===== config.mk =====
export PLATFORM = sky130hd
export DESIGN_NAME = string_to_unsigned_parser_core
export DESIGN_NICKNAME = d
export VERILOG_FILES = /design/src/rtl/scp_pkg.sv /design/src/rtl/scp_cfg.sv /design/src/rtl/scp_classify.sv /design/src/rtl/scp_step.sv /design/src/rtl/string_to_unsigned_parser_core.sv
export SDC_FILE = /design/constraint.sdc
export NUM_CORES = 1
export LEC_CHECK = 0
export BUFFER_PORTS_ARGS = -buffer_cell sky130_fd_sc_hd__buf_2
export CAP_MARGIN = 30
export CORE_UTILIZATION = 57
export CTS_CLUSTER_SIZE = 10
export DETAILED_ROUTE_END_ITERATION = 7
export PLACE_DENSITY_LB_ADDON = 0.3
export SKIP_LAST_GASP = 1
export SLEW_MARGIN = 40
export SYNTH_ARGS = -nofsm -noshare
export SYNTH_HDL_FRONTEND = slang
export SYNTH_SLANG_ARGS = --single-unit
export TNS_END_PERCENT = 30

===== constraint.sdc =====
create_clock -name i_clk -period 7.3 [get_ports i_clk]
set_clock_uncertainty 0.2 [all_clocks]
set_input_delay 1.46 -clock i_clk [delete_from_list [all_inputs] [get_ports i_clk]]
set_output_delay 1.46 -clock i_clk [all_outputs]
set_load 0.005 [all_outputs]

===== src/rtl/scp_pkg.sv =====
`timescale 1ns / 1ps
// ----------------------------------------------------------------------------
// scp_pkg
// Shared constants, codes, types and helpers of the unsigned string parser.
// ----------------------------------------------------------------------------
package scp_pkg;

    localparam int unsigned MAX_STRING_BYTES = 65536;
    localparam int POS_W    = $clog2(MAX_STRING_BYTES + 1);
    localparam int COUNT_W  = 17;
    localparam int ACC_W    = 64;
    localparam int RADIX_W  = 6;
    localparam int DIGIT_W  = 6;
    localparam int BYTE_W   = 8;
    localparam int STATUS_W = 2;
    localparam int PHASE_W  = 2;
    localparam int PADDR_W  = 3;
    localparam int PDATA_W  = 32;
    localparam int PROD_W   = ACC_W + RADIX_W;
    localparam int TDATA_W  = ((ACC_W + COUNT_W + 7) / 8) * 8;

    localparam logic [POS_W-1:0] POS_MAX = POS_W'(MAX_STRING_BYTES);

    localparam logic [PHASE_W-1:0] PHASE_SKIP   = 2'd0;
    localparam logic [PHASE_W-1:0] PHASE_DIGITS = 2'd1;
    localparam logic [PHASE_W-1:0] PHASE_DRAIN  = 2'd2;

    localparam logic [STATUS_W-1:0] STATUS_OK        = 2'd0;
    localparam logic [STATUS_W-1:0] STATUS_NO_DIGITS = 2'd1;
    localparam logic [STATUS_W-1:0] STATUS_TOO_BIG   = 2'd2;

    localparam logic [RADIX_W-1:0] RADIX_MIN   = 6'd2;
    localparam logic [RADIX_W-1:0] RADIX_MAX   = 6'd36;
    localparam logic [RADIX_W-1:0] RADIX_RESET = 6'd10;

    // register index, taken from paddr[2]
    localparam logic REG_RADIX = 1'b0;

    localparam logic [BYTE_W-1:0] CHR_0    = 8'h30;
    localparam logic [BYTE_W-1:0] CHR_9    = 8'h39;
    localparam logic [BYTE_W-1:0] CHR_LA   = 8'h61;
    localparam logic [BYTE_W-1:0] CHR_LZ   = 8'h7A;
    localparam logic [BYTE_W-1:0] CHR_UA   = 8'h41;
    localparam logic [BYTE_W-1:0] CHR_UZ   = 8'h5A;
    localparam logic [BYTE_W-1:0] CHR_SP   = 8'h20;
    localparam logic [BYTE_W-1:0] CHR_TAB  = 8'h09;
    localparam logic [BYTE_W-1:0] CHR_CR   = 8'h0D;
    localparam logic [BYTE_W-1:0] LETTER_OFS = 8'd10;

    typedef struct packed {
        logic               is_blank;
        logic               is_digit;
        logic [DIGIT_W-1:0] value;
    } t_char_class;

    typedef struct packed {
        logic [STATUS_W-1:0] status;
        logic [ACC_W-1:0]    value;
        logic [COUNT_W-1:0]  count;
    } t_result;

    function automatic logic [POS_W-1:0] sat_next(input logic [POS_W-1:0] p);
        sat_next = (p >= POS_MAX) ? POS_MAX : p + POS_W'(1);
    endfunction

endpackage


===== src/rtl/scp_cfg.sv =====
`timescale 1ns / 1ps
// ----------------------------------------------------------------------------
// scp_cfg
// APB register slave holding the radix register.
// ----------------------------------------------------------------------------
module scp_cfg (
    input  logic                          i_clk,
    input  logic                          i_rst_n,
    input  logic                          psel,
    input  logic                          penable,
    input  logic                          pwrite,
    input  logic [scp_pkg::PADDR_W-1:0]   paddr,
    input  logic [scp_pkg::PDATA_W-1:0]   pwdata,
    output logic [scp_pkg::PDATA_W-1:0]   prdata,
    output logic                          pready,
    output logic [scp_pkg::RADIX_W-1:0]   o_radix
);

    logic [scp_pkg::RADIX_W-1:0] r_radix;
    logic                        wr_en;

    assign pready = 1'b1;
    assign wr_en  = psel && penable && pwrite && pready &&
                    (paddr[2] == scp_pkg::REG_RADIX);

    always_ff @(posedge i_clk) begin
        if (!i_rst_n) begin
            r_radix <= scp_pkg::RADIX_RESET;
        end else if (wr_en) begin
            r_radix <= pwdata[scp_pkg::RADIX_W-1:0];
        end
    end

    always_comb begin
        prdata = '0;
        unique case (paddr[2])
            scp_pkg::REG_RADIX: prdata = scp_pkg::PDATA_W'(r_radix);
            default:            prdata = '0;
        endcase
    end

    assign o_radix = r_radix;

endmodule


===== src/rtl/scp_classify.sv =====
`timescale 1ns / 1ps
// ----------------------------------------------------------------------------
// scp_classify
// Character classifier: white space detect and digit value under the radix.
// ----------------------------------------------------------------------------
module scp_classify (
    input  logic [scp_pkg::BYTE_W-1:0]  i_byte,
    input  logic [scp_pkg::RADIX_W-1:0] i_radix,
    output scp_pkg::t_char_class        o_class
);

    logic [scp_pkg::BYTE_W-1:0]  v8;
    logic                        is_alnum;
    logic                        radix_ok;
    logic [scp_pkg::DIGIT_W-1:0] v6;

    always_comb begin
        v8       = '0;
        is_alnum = 1'b1;
        if (i_byte >= scp_pkg::CHR_0 && i_byte <= scp_pkg::CHR_9) begin
            v8 = i_byte - scp_pkg::CHR_0;
        end else if (i_byte >= scp_pkg::CHR_LA && i_byte <= scp_pkg::CHR_LZ) begin
            v8 = i_byte - scp_pkg::CHR_LA + scp_pkg::LETTER_OFS;
        end else if (i_byte >= scp_pkg::CHR_UA && i_byte <= scp_pkg::CHR_UZ) begin
            v8 = i_byte - scp_pkg::CHR_UA + scp_pkg::LETTER_OFS;
        end else begin
            is_alnum = 1'b0;
        end
    end

    assign v6       = v8[scp_pkg::DIGIT_W-1:0];
    assign radix_ok = (i_radix >= scp_pkg::RADIX_MIN) && (i_radix <= scp_pkg::RADIX_MAX);

    assign o_class.value    = v6;
    assign o_class.is_digit = is_alnum && radix_ok && (v6 < i_radix);
    assign o_class.is_blank = (i_byte == scp_pkg::CHR_SP) ||
                              (i_byte >= scp_pkg::CHR_TAB && i_byte <= scp_pkg::CHR_CR);

endmodule


===== src/rtl/scp_step.sv =====
`timescale 1ns / 1ps
// ----------------------------------------------------------------------------
// scp_step
// Parse state and per-step update: multiply-accumulate with overflow.
// ----------------------------------------------------------------------------
module scp_step (
    input  logic                        i_clk,
    input  logic                        i_rst_n,
    input  logic                        i_step,
    input  logic [scp_pkg::BYTE_W-1:0]  i_byte,
    input  logic                        i_last,
    input  logic [scp_pkg::RADIX_W-1:0] i_radix,
    output scp_pkg::t_result            o_result
);

    logic [scp_pkg::PHASE_W-1:0]  r_phase,  n_phase;
    logic [scp_pkg::ACC_W-1:0]    r_acc,    n_acc;
    logic [scp_pkg::POS_W-1:0]    r_pos,    n_pos;
    logic [scp_pkg::POS_W-1:0]    r_end,    n_end;
    logic [scp_pkg::STATUS_W-1:0] r_status, n_status;

    scp_pkg::t_char_class         cls;
    logic [scp_pkg::PHASE_W-1:0]  phase_eff;
    logic [scp_pkg::PROD_W-1:0]   wide;
    logic                         ovf;

    scp_classify u_classify (
        .i_byte  (i_byte),
        .i_radix (i_radix),
        .o_class (cls)
    );

    assign wide = scp_pkg::PROD_W'(r_acc) * scp_pkg::PROD_W'(i_radix)
                + scp_pkg::PROD_W'(cls.value);
    assign ovf  = |wide[scp_pkg::PROD_W-1:scp_pkg::ACC_W];

    always_comb begin
        n_acc    = r_acc;
        n_end    = r_end;
        n_status = r_status;
        n_pos    = scp_pkg::sat_next(r_pos);

        phase_eff = (r_phase == scp_pkg::PHASE_SKIP && !cls.is_blank) ?
                    scp_pkg::PHASE_DIGITS : r_phase;
        n_phase   = phase_eff;

        if (phase_eff == scp_pkg::PHASE_DIGITS) begin
            if (!cls.is_digit) begin
                n_phase = scp_pkg::PHASE_DRAIN;
            end else if (ovf) begin
                n_status = scp_pkg::STATUS_TOO_BIG;
                n_phase  = scp_pkg::PHASE_DRAIN;
            end else begin
                n_acc    = wide[scp_pkg::ACC_W-1:0];
                n_status = scp_pkg::STATUS_OK;
                n_end    = scp_pkg::sat_next(r_pos);
            end
        end else if (phase_eff != scp_pkg::PHASE_SKIP) begin
            n_phase = scp_pkg::PHASE_DRAIN;
        end
    end

    // result seen when the last byte is applied
    always_comb begin
        o_result.status = n_status;
        if (n_status == scp_pkg::STATUS_OK) begin
            o_result.value = n_acc;
            o_result.count = scp_pkg::COUNT_W'(n_end);
        end else begin
            o_result.value = '0;
            o_result.count = '0;
        end
    end

    always_ff @(posedge i_clk) begin
        if (!i_rst_n || (i_step && i_last)) begin
            r_phase  <= scp_pkg::PHASE_SKIP;
            r_acc    <= '0;
            r_pos    <= '0;
            r_end    <= '0;
            r_status <= scp_pkg::STATUS_NO_DIGITS;
        end else if (i_step) begin
            r_phase  <= n_phase;
            r_acc    <= n_acc;
            r_pos    <= n_pos;
            r_end    <= n_end;
            r_status <= n_status;
        end
    end

endmodule


===== src/rtl/string_to_unsigned_parser_core.sv =====
`timescale 1ns / 1ps
// ----------------------------------------------------------------------------
// string_to_unsigned_parser_core
// Streaming unsigned integer parser, radix 2 to 36, with 64-bit overflow.
// ----------------------------------------------------------------------------
// Result path: a last-byte transaction is registered in the input stage, then
// its result in the output stage on o_m_tvalid. Throughput: 1 byte per cycle
// unless a full output stage stalls; the radix multiply-add is combinational.
// Reset: synchronous active low; clears parse state and both stages, radix
// returns to 10.
module string_to_unsigned_parser_core (
    input  logic                              i_clk,
    input  logic                              i_rst_n,
    // slave stream
    input  logic                              i_s_tvalid,
    output logic                              o_s_tready,
    input  logic [scp_pkg::BYTE_W-1:0]        i_s_tdata,  // [7:0] text_byte
    input  logic                              i_s_tlast,  // final_byte
    // master stream
    output logic                              o_m_tvalid,
    input  logic                              i_m_tready,
    output logic [scp_pkg::TDATA_W-1:0]       o_m_tdata,  // [63:0] parsed_value,
                                                          // [80:64] bytes_consumed
    output logic [scp_pkg::STATUS_W-1:0]      o_m_tuser,  // [1:0] parse_status
    // APB
    input  logic                              psel,
    input  logic                              penable,
    input  logic                              pwrite,
    input  logic [scp_pkg::PADDR_W-1:0]       paddr,
    input  logic [scp_pkg::PDATA_W-1:0]       pwdata,
    output logic [scp_pkg::PDATA_W-1:0]       prdata,
    output logic                              pready
);

    logic [scp_pkg::RADIX_W-1:0] radix;
    logic                        r_in_valid;
    logic [scp_pkg::BYTE_W-1:0]  r_in_byte;
    logic                        r_in_last;
    logic                        r_out_valid;
    scp_pkg::t_result            r_out;
    scp_pkg::t_result            result;
    logic                        adv;
    logic                        s_xfer;

    scp_cfg u_cfg (
        .i_clk   (i_clk),
        .i_rst_n (i_rst_n),
        .psel    (psel),
        .penable (penable),
        .pwrite  (pwrite),
        .paddr   (paddr),
        .pwdata  (pwdata),
        .prdata  (prdata),
        .pready  (pready),
        .o_radix (radix)
    );

    scp_step u_step (
        .i_clk    (i_clk),
        .i_rst_n  (i_rst_n),
        .i_step   (adv),
        .i_byte   (r_in_byte),
        .i_last   (r_in_last),
        .i_radix  (radix),
        .o_result (result)
    );

    // input stage moves on unless a result is blocked by a full output stage
    assign adv        = r_in_valid && (!r_in_last || !r_out_valid || i_m_tready);
    assign o_s_tready = !r_in_valid || adv;
    assign s_xfer     = i_s_tvalid && o_s_tready;

    always_ff @(posedge i_clk) begin
        if (!i_rst_n) begin
            r_in_valid <= 1'b0;
        end else if (o_s_tready) begin
            r_in_valid <= i_s_tvalid;
        end
    end

    always_ff @(posedge i_clk) begin
        if (s_xfer) begin
            r_in_byte <= i_s_tdata;
            r_in_last <= i_s_tlast;
        end
    end

    always_ff @(posedge i_clk) begin
        if (!i_rst_n) begin
            r_out_valid <= 1'b0;
        end else if (adv && r_in_last) begin
            r_out_valid <= 1'b1;
        end else if (i_m_tready) begin
            r_out_valid <= 1'b0;
        end
    end

    always_ff @(posedge i_clk) begin
        if (adv && r_in_last) begin
            r_out <= result;
        end
    end

    assign o_m_tvalid = r_out_valid;
    assign o_m_tuser  = r_out.status;
    assign o_m_tdata  = scp_pkg::TDATA_W'({r_out.count, r_out.value});

endmodule

==> impl_metrics.env <==
export IMPL_fp_dieArea_sq_um=40300
export IMPL_die_w_microns=201
export IMPL_cp_max_fo=26
export IMPL_ys_ff_latch=202
export IMPL_layout_commonest_cell="nand2_1"
export IMPL_ys_seq_area_share_pct=22.1
export IMPL_p_int_w=0.00199
export IMPL_route_detailed_drc=0
export IMPL_hpwlAfterDp_microns=49600
export IMPL_row_count=72
export IMPL_critPathRequiredTime_ns=7.48
export IMPL_slew_headroom_pct=47.2
export IMPL_worst_setup_path_type="reg -> reg"
export IMPL_htreeDepth=1
export IMPL_critPathLaunchType="flip-flop"
export IMPL_first_iter_violations=1633
export IMPL_critical_path_slowest_cell="or4_1"
export IMPL_worst_pin_slew_ns=0.792
export IMPL_grt_max_degree=71
export IMPL_antenna_found_initial=0
export IMPL_cts_path_max_buffers=3
export IMPL_path_clk_slew_ns=0.06
export IMPL_final_antenna_net_count=0
export IMPL_hold_class="reg -> reg"
export IMPL_start_util_pct=57.9
export IMPL_numClockSinks=202
export IMPL_drv_cap=0
export IMPL_routed_wl_microns=65300
export IMPL_wire_per_inst_microns=20.4
export IMPL_async_flop_share_pct=0
export IMPL_maxSlewViolCount=0
export IMPL_leakagePower_nw=11.1
export IMPL_crit_family="adder cells"
export IMPL_fp_dieH_microns=201
export IMPL_ctsHoldBuffers=0
export IMPL_portBuffers=113
export IMPL_power_total_w=0.00273
export IMPL_outcome="finished clean"
export IMPL_core_sq_um=38800
export IMPL_ys_flop_type="dfxtp_1"
export IMPL_final_nets=3123
export IMPL_vias=19300
export IMPL_grt_util_all_layers_pct=32.8
export IMPL_synthToLayoutAreaGrowth_pct=8.89
export IMPL_seqPwrFrac_pct=44.5
export IMPL_synth_edf_count=92
export IMPL_post_route_period_util_pct=96.8
export IMPL_use_met2_pct=53.9
export IMPL_irDropWorstVdd_uv=178
export IMPL_place_congestion=0.997
export IMPL_syn_inst=2603
export IMPL_max_stage_delay_ns=0.62
export IMPL_cts_tree="built"
export IMPL_min_period_ns=7.06
export IMPL_layout_common_cells="370 x nand2_1, 255 x inv_1, 252 x fa_1"
export IMPL_cp_end_kind="flip-flop"
export IMPL_avgSynthCellArea_sq_um=8.64
export IMPL_io_pin_count=176
export IMPL_first_pass_iters=8
export IMPL_diodes=0
export IMPL_cpMostUsedCell="fa_1"
export IMPL_ys_warnings_count=0
export IMPL_clk_latency_ns=0.60
export IMPL_crit_buf_inv=5
export IMPL_use_met1_pct=44.9
export IMPL_clockRootBuffer="clkbuf_16"
export IMPL_hold_viol=0
export IMPL_clock_fmax_mhz=142
export IMPL_grtUsageMet3_pct=4.61
export IMPL_setup_viol=0
export IMPL_clockPowerShare_pct=46.2
export IMPL_p_comb_share_pct=9.2
export IMPL_drive_above_1_share_pct=9.86
export IMPL_grt_pass1_wl_microns=105000
export IMPL_synth_distinct_cells=78
export IMPL_rsz0062_at_grt="no"
export IMPL_routed_via_density=6.03
export IMPL_tns_ns=0
export IMPL_crit_chain="buf_4, and2_1, fa_1, inv_1, fa_1, inv_1, fa_1, ha_1, ha_1, nand4_1, or4_1, or3_1, a211oi_4, nor2_1, o41ai_2, xor2_1, nor4_4, buf_12, nand3_2, buf_4, o22ai_1"
export IMPL_fill_cells=3306
export IMPL_p_per_area_nw_per_um2=112
export IMPL_p_sw_w=0.000743
export IMPL_cp_arrival_ns=7.25
export IMPL_gr_total_overflow=0
export IMPL_netSwitchingFraction_pct=27.2
export IMPL_synth_area_sq_um=22500
export IMPL_cts_made_buffers=26
export IMPL_grt_busiest_layer="met2"
export IMPL_grt_pass1_vias=19500
## worst reg2reg max path: cells and delay by family, from the launching register on
family / cells / cell delay (ns)
xor gates and xnor gates: 1 / 0.19
buffers and inverters: 5 / 0.87
AOI/OAI and AO/OA: 3 / 1.05
and+or+nand+nor: 7 / 1.96
adders and majority gates: 5 / 2.14
DFF: 1 / 0.45
## power groups by stage
stage	Clock, W	Combinational [W]	Sequential (W)
after CTS	0.00128	0.000248	0.00122
after detailed placement	0	0.000246	0.00124
after floorplan	0	0.000164	0.00123
after global placement	0	0.000239	0.00124
final	0.00126	0.000253	0.00122
after global routing	0.00131	0.000272	0.00122
## flip-flops by register name, indices dropped and copies added (netlist names)
| signal | flops |
|---|---|
| o_m_tdata | 81 |
| u_step.r_acc | 64 |
| u_step.r_end | 17 |
| u_step.r_pos | 17 |
| r_in_byte | 8 |
| u_cfg.o_radix | 6 |
| o_m_tuser | 2 |
| u_step.r_phase | 2 |
| u_step.r_status | 2 |
| o_m_tvalid | 1 |
| r_in_last | 1 |
| r_in_valid | 1 |
## Yosys cell counts (11+ instances only)
master    count  share of area [%]
nand4_1      82                2.3
a211oi_1     18               0.60
o211ai_1     13               0.43
and3_1       27               0.75
buf_2        26               0.58
a22oi_1      11               0.37
inv_1       256                4.3
a21o_1       22               0.73
nor2_1      189                3.2
nor3_1       30               0.67
nand3_1      24               0.53
mux2i_1      19               0.85
clkbuf_1    120                2.0
buf_1        11               0.18
fa_1        252                 22
edfxtp_1     92                 12
dfxtp_1     110                9.8
xor2_1       34                1.3
o21a_1       14               0.47
ha_1        162                9.0
o31ai_1      35                1.2
a31oi_1      13               0.36
o22ai_1      34               0.95
and2_1      157                4.4
buf_4        36                1.2
nor2b_1      16               0.44
a21oi_1     133                3.0
o21ai_0     104                2.3
nand2_1     373                6.2
a22o_1       29                1.1
xnor2_1      38                1.5
## per-layer routing
layer  vias up  part of all wire (%)  wire [microns]
met5         -                     0               0
met4         0                   3.2            2070
met3       130                   7.5            4920
met2       902                    47           30700
met1      9452                    42           27600
li1       8793                     -               -
## kinds of logic after synthesis
| family | Yosys count | synth area share (%) |
|---|---|---|
| flip-flops | 202 | 22.1 |
| buffers and inverters | 452 | 8.32 |
| multiplexers | 35 | 1.65 |
| adder cells (fa/ha/maj) | 414 | 31.4 |
| AND/OR/NAND/NOR | 945 | 20.1 |
| AO/OA/AOI/OAI | 481 | 13.6 |
| other | 2 | 0.0334 |
| XOR/XNOR | 72 | 2.80 |
## area by class of cell
cell class,count,area [sq um],area share [%]
multi-input combinational,1981,15800,64.7
sequential,202,4980,20.3
timing repair buffer,189,1240,5.05
inverter,258,975,3.98
clock buffer,40,723,2.95
tap,518,648,2.65
clock inverter,8,88.8,0.363
## final timing paths
path                                      start                            end  slack (ns)  cells past startpoint
setup / recovery  u_cfg.o_radix[3]$_SDFFE_PN1P_    o_m_tdata[31]$_SDFFCE_PP0P_        0.24                     21
hold / removal    u_step.r_end[15]$_SDFFE_PP0P_  u_step.r_end[15]$_SDFFE_PP0P_        0.26                      2
setup reg to reg  u_cfg.o_radix[3]$_SDFFE_PN1P_    o_m_tdata[31]$_SDFFCE_PP0P_        0.24                     21
hold reg to reg   u_step.r_end[15]$_SDFFE_PP0P_  u_step.r_end[15]$_SDFFE_PP0P_        0.26                      2
## what timing repair did
item	CTS	global route
gates resized for setup	0	6
setup buffers	0	2
endpoints found under the setup margin	0	159
## per-stage QoR
step                hold WS (ns)  instances  setup slack, ns  area (sq um)  util (%)
floorplan                  0.229       2635            0.533         22600         -
global placement           0.237       3146            0.198         23600      60.8
detailed placement         0.250       3146           0.0791         23600      60.9
CTS                        0.259       3194           0.0147         24400      62.9
global route               0.275       3196           0.0436         24500      63.1
finish                     0.261       3196            0.235         24500      63.1
(Power assumes the default switching activity.)
